==> config.mk <==
export PLATFORM = sky130hd
export DESIGN_NAME = valve_firing_sequencer
export DESIGN_NICKNAME = d
export VERILOG_FILES = /design/src/rtl/core/vfs_pkg.sv /design/src/rtl/core/vfs_in_stage.sv /design/src/rtl/core/vfs_seq_core.sv /design/src/rtl/core/vfs_out_stage.sv /design/src/rtl/core/valve_firing_sequencer.sv
export SDC_FILE = /design/constraint.sdc
export NUM_CORES = 1
export LEC_CHECK = 0
export ABC_AREA = 1
export BUFFER_PORTS_ARGS = -buffer_cell sky130_fd_sc_hd__buf_2
export CORE_AREA = 2 2 148 150
export DETAILED_ROUTE_END_ITERATION = 10
export DIE_AREA = 0 0 150 152
export MAX_ROUTING_LAYER = met4
export PLACE_DENSITY = 0.86
export SETUP_SLACK_MARGIN = 0.4
export SYNTH_ARGS = -nofsm -noshare
export SYNTH_HDL_FRONTEND = slang
export SYNTH_SLANG_ARGS = --single-unit
==> constraint.sdc <==
create_clock -name clk -period 6.25 [get_ports clk]
set_clock_uncertainty 0.1 [all_clocks]
set_input_delay 0.9375 -clock clk [delete_from_list [all_inputs] [get_ports clk]]
set_output_delay 0.9375 -clock clk [all_outputs]
set_load 0.05 [all_outputs]
==> src/rtl/core/vfs_pkg.sv <==
`default_nettype none

package vfs_pkg;

  // Command codes carried in the cmd field
  localparam logic [2:0] OP_TICK       = 3'd0;
  localparam logic [2:0] OP_SET        = 3'd1;
  localparam logic [2:0] OP_FIRE       = 3'd2;
  localparam logic [2:0] OP_ABORT      = 3'd3;
  localparam logic [2:0] OP_PULSE_FUEL = 3'd4;
  localparam logic [2:0] OP_PULSE_HE   = 3'd5;
  localparam logic [2:0] OP_PULSE_OX   = 3'd6;

  // Error codes
  localparam logic [1:0] ERR_NONE       = 2'd0;
  localparam logic [1:0] ERR_BURN_SHORT = 2'd1;
  localparam logic [1:0] ERR_LEAD_LONG  = 2'd2;

  // Configuration register indexes
  localparam logic CFG_IGNITE = 1'b0;
  localparam logic CFG_PURGE  = 1'b1;

  // Valve channels
  localparam logic [2:0] CH_FUEL  = 3'd0;
  localparam logic [2:0] CH_OX    = 3'd1;
  localparam logic [2:0] CH_IGN   = 3'd2;
  localparam logic [2:0] CH_HE    = 3'd4;
  localparam logic [2:0] CH_PURGE = 3'd5;
  localparam logic [2:0] CH_OXB   = 3'd6;

  // Abort closes fuel, oxidizer, igniter, helium and the oxidizer bleed
  localparam logic [7:0] ABORT_MASK = 8'h57;

  localparam logic [15:0] IGNITE_MS_RST  = 16'd2800;
  localparam logic [19:0] PURGE_MS_RST   = 20'd30000;
  localparam logic [16:0] BURN_MARGIN_MS = 17'd200;

  typedef enum logic [2:0] {
    PH_IDLE   = 3'd0,
    PH_LEAD   = 3'd1,
    PH_BURN   = 3'd2,
    PH_PURGE1 = 3'd3,
    PH_PURGE2 = 3'd4,
    PH_PULSE  = 3'd5
  } phase_t;

  typedef struct packed {
    logic [2:0]  cmd;
    logic [7:0]  valve_mask;
    logic [19:0] burn_ms;
    logic [19:0] lead_ms;
    logic [19:0] pulse_len_ms;
  } item_t;

  typedef struct packed {
    logic [7:0] valves;
    logic       busy_res;
    logic [1:0] error;
    phase_t     phase;
  } result_t;

endpackage

`default_nettype wire

==> src/rtl/core/vfs_in_stage.sv <==
`default_nettype none

module vfs_in_stage
  import vfs_pkg::*;
(
  input  wire logic  clk,
  input  wire logic  rst_n,
  input  wire logic  in_valid,
  output logic       in_stall,
  input  wire item_t in_item,
  input  wire logic  advance,
  output logic       item_valid,
  output item_t      item
);

  logic  valid_r, valid_nxt;
  item_t item_r;
  logic  take;

  // Room when empty or when the held beat moves on this cycle
  assign in_stall  = valid_r & ~advance;
  assign take      = in_valid & ~in_stall;
  assign valid_nxt = take | (valid_r & ~advance);

  always_ff @(posedge clk) begin
    if (!rst_n) begin
      valid_r <= 1'b0;
    end else begin
      valid_r <= valid_nxt;
    end
  end

  always_ff @(posedge clk) begin
    if (take) begin
      item_r <= in_item;
    end
  end

  assign item_valid = valid_r;
  assign item       = item_r;

endmodule

`default_nettype wire

==> src/rtl/core/vfs_seq_core.sv <==
`default_nettype none

module vfs_seq_core
  import vfs_pkg::*;
(
  input  wire logic        clk,
  input  wire logic        rst_n,
  input  wire logic        cfg_we,
  input  wire logic        cfg_idx,
  input  wire logic [19:0] cfg_wdata,
  input  wire logic        step,
  input  wire item_t       item,
  output result_t          res_nxt
);

  typedef struct packed {
    logic [7:0]  valves;
    phase_t      phase;
    logic [19:0] ptimer;
    logic [15:0] itimer;
    logic        ign_live;
    logic [19:0] burn_len;
    logic [2:0]  pulse_chan;
  } seq_state_t;

  localparam int SETTLE_PASSES = 4;

  seq_state_t  st_r, st_nxt;
  logic [15:0] ignite_ms_r;
  logic [19:0] purge_ms_r;
  logic [1:0]  err;

  // One phase end: advance the sequence when the phase timer has run out
  function automatic seq_state_t settle_step(input seq_state_t s, input logic [15:0] ign,
                                             input logic [19:0] purge);
    seq_state_t n;
    n = s;
    if (s.phase != PH_IDLE && s.ptimer == '0) begin
      unique case (s.phase)
        PH_LEAD: begin
          n.valves[CH_OX]  = 1'b1;
          n.valves[CH_IGN] = (ign != '0);
          n.itimer         = ign;
          n.ign_live       = (ign != '0);
          n.phase          = PH_BURN;
          n.ptimer         = s.burn_len;
        end
        PH_BURN: begin
          n.valves[CH_OXB]   = 1'b0;
          n.valves[CH_PURGE] = 1'b1;
          n.phase            = PH_PURGE1;
          n.ptimer           = purge;
        end
        PH_PURGE1: begin
          n.valves[CH_HE] = 1'b0;
          n.phase         = PH_PURGE2;
          n.ptimer        = purge;
        end
        PH_PURGE2: begin
          n.valves[CH_PURGE] = 1'b0;
          n.valves[CH_OX]    = 1'b0;
          n.valves[CH_FUEL]  = 1'b0;
          n.phase            = PH_IDLE;
        end
        PH_PULSE: begin
          n.valves[s.pulse_chan] = 1'b0;
          n.phase                = PH_IDLE;
        end
        default: begin
          n.phase = PH_IDLE;
        end
      endcase
    end
    return n;
  endfunction

  always_comb begin
    seq_state_t  s;
    logic [16:0] burn_min;
    s        = st_r;
    err      = ERR_NONE;
    burn_min = {1'b0, ignite_ms_r} + BURN_MARGIN_MS;
    // Any real command other than a tick cancels the running sequence
    if (item.cmd != OP_TICK && item.cmd <= OP_PULSE_OX) begin
      s.phase    = PH_IDLE;
      s.ptimer   = '0;
      s.itimer   = '0;
      s.ign_live = 1'b0;
    end
    unique case (item.cmd)
      OP_TICK: begin
        if (s.phase != PH_IDLE) begin
          if (s.ign_live && s.itimer != '0) begin
            s.itimer = s.itimer - 16'd1;
          end
          if (s.ign_live && s.itimer == '0) begin
            s.valves[CH_IGN] = 1'b0;
            s.ign_live       = 1'b0;
          end
          if (s.ptimer != '0) begin
            s.ptimer = s.ptimer - 20'd1;
          end
        end
      end
      OP_SET: begin
        s.valves = item.valve_mask;
      end
      OP_FIRE: begin
        if (item.burn_ms < {3'd0, burn_min}) begin
          err = ERR_BURN_SHORT;
        end else if (item.lead_ms > {4'd0, ignite_ms_r}) begin
          err = ERR_LEAD_LONG;
        end else begin
          s.valves[CH_FUEL] = 1'b1;
          s.burn_len        = item.burn_ms;
          s.phase           = PH_LEAD;
          s.ptimer          = item.lead_ms;
        end
      end
      OP_ABORT: begin
        s.valves = s.valves & ~ABORT_MASK;
      end
      OP_PULSE_FUEL, OP_PULSE_HE, OP_PULSE_OX: begin
        if (item.cmd == OP_PULSE_FUEL) begin
          s.pulse_chan = CH_FUEL;
        end else if (item.cmd == OP_PULSE_HE) begin
          s.pulse_chan = CH_HE;
        end else begin
          s.pulse_chan = CH_OX;
        end
        s.valves[s.pulse_chan] = 1'b1;
        s.phase                = PH_PULSE;
        s.ptimer               = item.pulse_len_ms;
      end
      default: begin
      end
    endcase
    // Chain through every phase that ends right away
    for (int i = 0; i < SETTLE_PASSES; i++) begin
      s = settle_step(s, ignite_ms_r, purge_ms_r);
    end
    st_nxt = s;
  end

  assign res_nxt.valves   = st_nxt.valves;
  assign res_nxt.busy_res = (st_nxt.phase != PH_IDLE);
  assign res_nxt.error    = err;
  assign res_nxt.phase    = st_nxt.phase;

  always_ff @(posedge clk) begin
    if (!rst_n) begin
      st_r        <= '{valves: '0, phase: PH_IDLE, ptimer: '0, itimer: '0,
                       ign_live: 1'b0, burn_len: '0, pulse_chan: '0};
      ignite_ms_r <= IGNITE_MS_RST;
      purge_ms_r  <= PURGE_MS_RST;
    end else begin
      if (step) begin
        st_r <= st_nxt;
      end
      if (cfg_we && cfg_idx == CFG_IGNITE) begin
        ignite_ms_r <= cfg_wdata[15:0];
      end
      if (cfg_we && cfg_idx == CFG_PURGE) begin
        purge_ms_r <= cfg_wdata;
      end
    end
  end

`ifndef NO_ASSERTIONS
  a_direct_set: assert property (@(posedge clk) disable iff (!rst_n)
    step && item.cmd == OP_SET |=> st_r.valves == $past(item.valve_mask)
                                   && st_r.phase == PH_IDLE)
    else $error("direct set did not land on the valves");

  a_abort_closes: assert property (@(posedge clk) disable iff (!rst_n)
    step && item.cmd == OP_ABORT |=> (st_r.valves & ABORT_MASK) == '0
                                     && st_r.phase == PH_IDLE)
    else $error("abort left a valve open or a sequence running");

  a_idle_tick: assert property (@(posedge clk) disable iff (!rst_n)
    step && item.cmd == OP_TICK && st_r.phase == PH_IDLE |=> st_r == $past(st_r))
    else $error("tick while idle changed the sequencer state");
`endif

endmodule

`default_nettype wire

==> src/rtl/core/vfs_out_stage.sv <==
`default_nettype none

module vfs_out_stage
  import vfs_pkg::*;
(
  input  wire logic    clk,
  input  wire logic    rst_n,
  input  wire logic    load,
  input  wire result_t res_nxt,
  output logic         out_ready,
  output logic         out_valid,
  input  wire logic    out_stall,
  output result_t      res
);

  logic    valid_r, valid_nxt;
  result_t res_r;

  // Accept a new beat when empty or when the held one leaves now
  assign out_ready = ~valid_r | ~out_stall;
  assign valid_nxt = load | (valid_r & out_stall);

  always_ff @(posedge clk) begin
    if (!rst_n) begin
      valid_r <= 1'b0;
    end else begin
      valid_r <= valid_nxt;
    end
  end

  always_ff @(posedge clk) begin
    if (load) begin
      res_r <= res_nxt;
    end
  end

  assign out_valid = valid_r;
  assign res       = res_r;

endmodule

`default_nettype wire

==> src/rtl/core/valve_firing_sequencer.sv <==
// Channel   Direction  Handshake             Payload
// in        input      in_valid / in_stall   in_cmd, in_valve_mask, in_burn_ms,
//                                            in_lead_ms, in_pulse_len_ms
// out       output     out_valid / out_stall out_valves, out_busy_res, out_error, out_phase
// cfg       input      cfg_we                cfg_idx, cfg_wdata
//
// One beat per cycle while out_stall is low; each beat yields exactly one result beat.
// A beat passes the input register, then the state update into the result register.
// The state update is combinational, with four chained phase-end steps at most.
// rst_n is synchronous, active low; it closes all valves and restores the timing registers.
// A stalled result holds; the input stalls only when the input register cannot move on.
`default_nettype none

module valve_firing_sequencer
  import vfs_pkg::*;
(
  input  wire logic        clk,
  input  wire logic        rst_n,
  input  wire logic        in_valid,
  output logic             in_stall,
  input  wire logic [2:0]  in_cmd,
  input  wire logic [7:0]  in_valve_mask,
  input  wire logic [19:0] in_burn_ms,
  input  wire logic [19:0] in_lead_ms,
  input  wire logic [19:0] in_pulse_len_ms,
  output logic             out_valid,
  input  wire logic        out_stall,
  output logic [7:0]       out_valves,
  output logic             out_busy_res,
  output logic [1:0]       out_error,
  output logic [2:0]       out_phase,
  input  wire logic        cfg_we,
  input  wire logic        cfg_idx,
  input  wire logic [19:0] cfg_wdata
);

  item_t   in_item;
  item_t   item;
  logic    item_valid;
  logic    out_ready;
  logic    advance;
  result_t res_nxt;
  result_t res;

  assign in_item.cmd          = in_cmd;
  assign in_item.valve_mask   = in_valve_mask;
  assign in_item.burn_ms      = in_burn_ms;
  assign in_item.lead_ms      = in_lead_ms;
  assign in_item.pulse_len_ms = in_pulse_len_ms;

  // Move the held beat through the state update whenever the result slot frees up
  assign advance = item_valid & out_ready;

  vfs_in_stage u_in (
    .clk        (clk),
    .rst_n      (rst_n),
    .in_valid   (in_valid),
    .in_stall   (in_stall),
    .in_item    (in_item),
    .advance    (advance),
    .item_valid (item_valid),
    .item       (item)
  );

  vfs_seq_core u_core (
    .clk       (clk),
    .rst_n     (rst_n),
    .cfg_we    (cfg_we),
    .cfg_idx   (cfg_idx),
    .cfg_wdata (cfg_wdata),
    .step      (advance),
    .item      (item),
    .res_nxt   (res_nxt)
  );

  vfs_out_stage u_out (
    .clk       (clk),
    .rst_n     (rst_n),
    .load      (advance),
    .res_nxt   (res_nxt),
    .out_ready (out_ready),
    .out_valid (out_valid),
    .out_stall (out_stall),
    .res       (res)
  );

  assign out_valves   = res.valves;
  assign out_busy_res = res.busy_res;
  assign out_error    = res.error;
  assign out_phase    = res.phase;

`ifndef NO_ASSERTIONS
  a_error_idle: assert property (@(posedge clk) disable iff (!rst_n)
    out_valid && out_error != ERR_NONE |-> out_phase == PH_IDLE && !out_busy_res)
    else $error("rejected fire reported with a sequence running");

  a_busy_phase: assert property (@(posedge clk) disable iff (!rst_n)
    out_valid |-> out_busy_res == (out_phase != PH_IDLE))
    else $error("busy flag disagrees with phase");
`endif

endmodule

`default_nettype wire
==> key figures, run 1 <==
Status
  • Outcome: finished, final reports clean

STA
  • RSZ-0062 raised after global routing: no
  • Final hold violation count: 0
  • Period utilization: 89.35%
  • Fin Hold WS: 368.8 ps
  • Setup violators final: 0
  • Min Clock Period, post-route: 5584 ps
  • Rel. slew slack: 29.44%
  • Slew @ Worst Pin: 1052 ps
  • Setup TNS: 0 ps
  • Max Clock Freq: 179.1 MHz
  • Pins Over Slew Limit: 0

Worst setup path
  • Setup crit end kind: flip-flop
  • Critical path's most frequent cell: nand2_1
  • Crit-path max FO: 11
  • Slowest stage delay, CP: 390 ps
  • Setup CP Type: reg -> reg
  • Crit-path slowest cell: dfxtp_4
  • Worst endpoint required time: 6350 ps
  • CP startpoint kind: flip-flop
  • WP data arrival: 5680 ps

Clock network
  • Root Buffer: clkbuf_16
  • CTS tree: yes
  • Clock Latency Late Sink: 460 ps
  • H-tree level count: 4
  • Clock Sinks: 194
  • Clk slew on worst S/H paths: 90 ps
  • Max Root-Sink Buffers: 2
  • Num CTS Buffers: 17

Finish
  • Share of cells above drive strength 1: 17.19%
  • Fin util: 66.68%
  • Area of the multi-input gates: 6563 µm²
  • Final #Nets: 2,016
  • Reg area: 4743 µm²
  • Synth-to-layout area growth: 14.30%
  • # fillers: 1,889

Power and ir drop
  • Total Power: 3.284 mW
  • Leakage: 6.859 nW
  • VDD IR max: 0.1637 mV
  • PD cells: 230.7 nW/µm²

Yosys
  • Synth top cells by count: 417 x nand2_1, 241 x inv_1, 199 x nor2_1
  • Syn_nets: 1,897
  • Post-synth cell types: 63
  • Synth Instances: 1,765
  • Ranking of synthesized cells by area: edfxtp_1 20%, dfxtp_1 18%, nand2_1 13%
  • Syn Area/Cell: 7.057 µm²
  • Area leader, netlist: edfxtp_1
  • Sequential area share after synthesis: 38.01%
  • Synth Flop Type: dfxtp_1
  • Async S/R FF share, synth: 0%
  • Post-synthesis sequential element count: 194
  • Top cell type's share of synthesized area: 20.49%
  • Count leader, synth: nand2_1
  • Number of synthesized flops with an enable pin: 85
  • Yosys Warn Count: 0
  • Mapped Area: 12,460 µm²

Job
  • Max-cap violation count: 0

Floorplanning
  • Die Wd: 150 µm
  • Die Height: 152 µm
  • Initial Util: 58.34%
  • CORE AREA: 21,350 µm²
  • Site Rows: 54
  • Ports: 113
  • Die area: 22,800 µm²

GRT
  • Overall routing resource usage: 37.14%
  • Vias in the first global route: 11,580
  • Total gr overflow: 0
  • First-pass GRT wire length: 63,360 µm
  • Initial antenna violation count: 1
  • Largest net degree at the start of global routing: 81

Detailed routing
  • DR pass1 iterations: 9
  • Via density: 5.806
  • DRC Markers: 0
  • Final ANT Viol Nets: 0
  • Wire per inst: 18.97 µm
  • Routed WL: 41,310 µm
  • Via count: 12,650
  • Starting DRT DRC Count: 1,631

Placement
  • Port-buffer cells: 112
  • RD Place Congestion: 1.064
  • Hpwl dp: 31,180 µm

Hold path
  • Worst hold path class: reg -> reg
==> layout make-up <==
class | count | area share, %
Multi-Input combinational cell | 1245 | 46.09
Sequential cell | 194 | 33.32
Inverter | 261 | 6.925
Timing Repair Buffer | 165 | 6.820
Clock buffer | 17 | 2.988
Tap cell | 280 | 2.461
Clock inverter | 15 | 1.380
Antenna cell | 1 | 0.01758
==> worst paths after layout <==
kind	from	slack, ps	endpoint	cells past startpoint
max	u_core.ignite_ms_r[3]	670	u_out.res[5]	39
min	u_core.st_r[32]	370	u_core.st_r[32]	2
max reg2reg	u_core.ignite_ms_r[3]	670	u_out.res[5]	39
min reg2reg	u_core.st_r[32]	370	u_core.st_r[32]	2
==> cells in the final DEF (no fill, tap or decap), types with 35 or more instances in the layout <==
| master | instances |
|---|---|
| nand2_1 | 409 |
| edfxtp_1 | 85 |
| nand3_1 | 132 |
| nand4_1 | 35 |
| a21oi_1 | 96 |
| o211ai_1 | 40 |
| o21ai_0 | 104 |
| inv_1 | 236 |
| buf_4 | 52 |
| nor2_1 | 188 |
| buf_2 | 112 |
| dfxtp_1 | 106 |
==> cell families after synthesis <==
group | after synthesis | share of synthesized area (%)
adders and majority gates | 35 | 3.516
AOI/OAI and AO/OA | 315 | 14.78
muxes | 5 | 0.4018
buffers and inverters | 326 | 10.51
and+or+nand+nor | 869 | 31.31
DFF | 194 | 38.01
xor gates and xnor gates | 21 | 1.477
==> power breakdown <==
group / internal (mW) / switching (mW) / total (mW) / leakage [nW]
logic: 0.207 / 0.454 / 0.661 / 4.84
clock network: 0.551 / 0.609 / 1.16 / 0.299
registers: 1.40 / 0.0618 / 1.46 / 1.72
total: 2.16 / 1.13 / 3.28 / 6.86
==> worst max-delay path: cells and delay by family (launching register included) <==
| kind | cells | cell delay, ps |
|---|---|---|
| xor gates and xnor gates | 1 | 170 |
| and+or+nand+nor | 30 | 3560 |
| DFF | 1 | 390 |
| buffers and inverters | 5 | 550 |
| adders and majority gates | 2 | 470 |
| AOI/OAI and AO/OA | 1 | 60 |
==> through the flow <==
| step | area (µm²) | setup slack (ps) | cells |
|---|---|---|---|
| after global routing | 14240 | 347.1 | 2178 |
| after CTS | 13950 | 430.5 | 2159 |
| after floorplan | 12460 | 1504 | 1765 |
| final | 14240 | 665.9 | 2178 |
| after detailed placement | 13270 | 83.52 | 2123 |
| after global placement | 13270 | 300.2 | 2123 |
==> state kept, by name (all words and copies together) (netlist names) <==
| name | cells |
|---|---|
| u_core.ignite_ms_r | 16 |
| u_core.purge_ms_r | 20 |
| u_core.st_r | 71 |
| u_in.item | 71 |
| u_in.item_valid | 1 |
| u_out.out_valid | 1 |
| u_out.res | 14 |
==> routing by layer <==
layer / wire length, µm / track usage (%) / part of all wire, % / up-vias
li1: - / - / - / 6038
met1: 16990 / 50.16 / 41 / 5729
met2: 18910 / 57.25 / 46 / 761
met3: 4027 / 5.465 / 9.7 / 118
met4: 1389 / 12.62 / 3.4 / 0
met5: 0 / - / 0 / -
==> timing repair <==
action / 4_1_cts / 5_1_grt
hold buffers: 0 / 0
pin swaps: 1 / 21
endpoints found under the setup margin: 13 / 21
gates resized for setup: 4 / 48
buffers inserted: 4 / 18
(Power assumes the default switching activity.)
==> inputs of run 2 (changes only) <==
- RECOVER_POWER: default -> 25
==> key figures, run 2 (same netlist as run 1, synthesis figures left out) <==
Detailed routing
  • DR pass1 iterations: 5 (was 9)
  • DRC Markers: 0 (unchanged)
  • Via count: 12,650 (about the same)
  • Final ANT Viol Nets: 0 (unchanged)
  • Routed WL: 41,290 µm (was 41,310 µm)
  • Starting DRT DRC Count: 1,557 (was 1,631)
  • Wire per inst: 18.96 µm (was 18.97 µm)
  • Via density: 5.809 (was 5.806)

STA
  • Min Clock Period, post-route: 5619 ps (was 5584 ps)
  • Setup violators final: 0 (unchanged)
  • Rel. slew slack: -92.92% (was 29.44%)
  • Final hold violation count: 0 (unchanged)
  • Setup TNS: 0 ps (unchanged)
  • Slew @ Worst Pin: 2894 ps (was 1052 ps)
  • Max Clock Freq: 178.0 MHz (was 179.1 MHz)
  • Fin Hold WS: 367.8 ps (was 368.8 ps)
  • Pins Over Slew Limit: 64 (was 0)
  • Period utilization: 89.90% (was 89.35%)
  • RSZ-0062 raised after global routing: no (unchanged)

GRT
  • First-pass GRT wire length: 63,360 µm (unchanged)
  • Global route hottest layer: met2 (unchanged)
  • Met3 usage: 5.465% (unchanged)
  • Largest net degree at the start of global routing: 81 (unchanged)
  • Total gr overflow: 0 (unchanged)
  • M2 GR Usage: 57.25% (unchanged)
  • Vias in the first global route: 11,580 (unchanged)
  • Overall routing resource usage: 37.14% (unchanged)
  • Met1 Usage GRT: 50.16% (unchanged)
  • Initial antenna violation count: 1 (unchanged)

Finish
  • Commonest cells after routing, fill and taps aside: 409 x nand2_1, 236 x inv_1, 188 x nor2_1 (unchanged)
  • Final #Nets: 2,016 (unchanged)
  • Commonest non-fill, non-tap cell in the layout: nand2_1 (unchanged)
  • Non-filler cells, final: 2,178 (unchanged)
  • Regs by FF count: u_core.st_r (71), u_in.item (71), u_core.purge_ms_r (20) (unchanged)
  • Synth-to-layout area growth: 14.25% (was 14.30%)
  • Share of cells above drive strength 1: 17.03% (was 17.19%)

Status
  • Outcome: finished, violations left (was finished, final reports clean)
  • Failing checks: max-capacitance violations, max-slew violations

Clock network
  • Root Buffer: clkbuf_16 (unchanged)
  • Clock Sinks: 194 (unchanged)
  • Clock Latency Late Sink: 460 ps (about the same)
  • Num CTS Buffers: 17 (unchanged)
  • Clk slew on worst S/H paths: 90 ps (about the same)
  • Max Root-Sink Buffers: 2 (unchanged)
  • Hold-fix buffers, CTS: 0 (unchanged)
  • H-tree level count: 4 (unchanged)
  • CTS tree: yes (unchanged)

Placement
  • Hpwl dp: 31,180 µm (unchanged)
  • Cell Count Post-Placement: 2,123 (unchanged)
  • RD Place Congestion: 1.064 (unchanged)
  • Port-buffer cells: 112 (unchanged)

Floorplanning
  • Die Height: 152 µm (unchanged)
  • Site Rows: 54 (unchanged)
  • CORE AREA: 21,350 µm² (unchanged)
  • Die Wd: 150 µm (unchanged)
  • Die area: 22,800 µm² (unchanged)
  • Ports: 113 (unchanged)
  • Initial Util: 58.34% (unchanged)

Job
  • Max-cap violation count: 1 (was 0)

Power and ir drop
  • VDD IR max: 0.1639 mV (was 0.1637 mV)
  • PD cells: 230.5 nW/µm² (was 230.7 nW/µm²)
  • Leakage: 6.850 nW (was 6.859 nW)

Worst setup path
  • Setup CP Type: reg -> reg (unchanged)
  • Slowest stage delay, CP: 390 ps (about the same)
  • Crit-path max FO: 11 (unchanged)
  • CP startpoint kind: flip-flop (unchanged)
  • Worst R2R Setup Slack: 630 ps (was 670 ps)
  • Setup crit end kind: flip-flop (unchanged)
  • Crit-path slowest cell: dfxtp_4 (unchanged)
  • Critical path's most frequent cell: nand2_1 (unchanged)
  • WP data arrival: 5710 ps (was 5680 ps)
  • Worst endpoint required time: 6340 ps (was 6350 ps)

Hold path
  • Worst hold path class: reg -> reg (unchanged)
run 2: changes by cell type in the layout (fill, tap and decap cells not counted), sizes merged:
cell    before  now
buf        165  162
clkbuf      17   20
run 2: critical path, delay by kind of cell, from the launching register on:
kind	cells	cell delay, ps
and+or+nand+nor	30	3590
xor gates and xnor gates	1	170
adders and majority gates	2	470
buffers and inverters	5	550
DFF	1	390
AOI/OAI and AO/OA	1	60
run 2: final timing paths:
check                                           start         endpoint  cells past startpoint
worst max-delay path            u_core.ignite_ms_r[3]     u_out.res[5]                     39
worst min-delay path                  u_core.st_r[32]  u_core.st_r[32]                      2
worst max register to register  u_core.ignite_ms_r[3]     u_out.res[5]                     39
worst min register to register        u_core.st_r[32]  u_core.st_r[32]                      2
run 2: final cells by class:
cell class	count	area (µm²)
Antenna cell	1	2.502
Clock buffer	17	425.4
Clock inverter	15	196.4
Fill cell	1890	7119
Inverter	261	985.9
Multi-Input combinational cell	1245	6563
Sequential cell	194	4743
Tap cell	280	350.3
Timing Repair Buffer	165	964.7
run 2: what timing repair did:
item	4_1_cts	5_1_grt
pin swaps	1	21
setup endpoints to repair	13	21
gates resized for setup	4	48
buffers inserted	4	18
run 2: report_power, final:
| part | internal, mW | total [mW] | switching, mW | leakage (nW) |
|---|---|---|---|---|
| Sequential | 1.40 | 1.46 | 0.0618 | 1.72 |
| Combinational | 0.207 | 0.661 | 0.454 | 4.83 |
| Clock | 0.551 | 1.16 | 0.605 | 0.299 |
| Total | 2.16 | 3.28 | 1.12 | 6.85 |
run 2: through the flow:
| step | setup slack [ps] | cell area, µm² | util (%) | total power [mW] |
|---|---|---|---|---|
| after floorplan | 1504 | 12460 | - | 1.902 |
| after global placement | 300.2 | 13270 | 62.17 | 2.087 |
| after global routing | 347.1 | 14230 | 66.65 | 3.396 |
| after detailed placement | 83.52 | 13270 | 62.17 | 2.100 |
| after CTS | 430.5 | 13950 | 65.32 | 3.233 |
| final | 631.5 | 14230 | 66.65 | 3.281 |
run 2: per-layer routing:
layer / vias up / part of all wire, %
li1: 6047 / -
met1: 5796 / 41
met2: 709 / 46
met3: 100 / 9.4
met4: 0 / 3.2
met5: - / 0
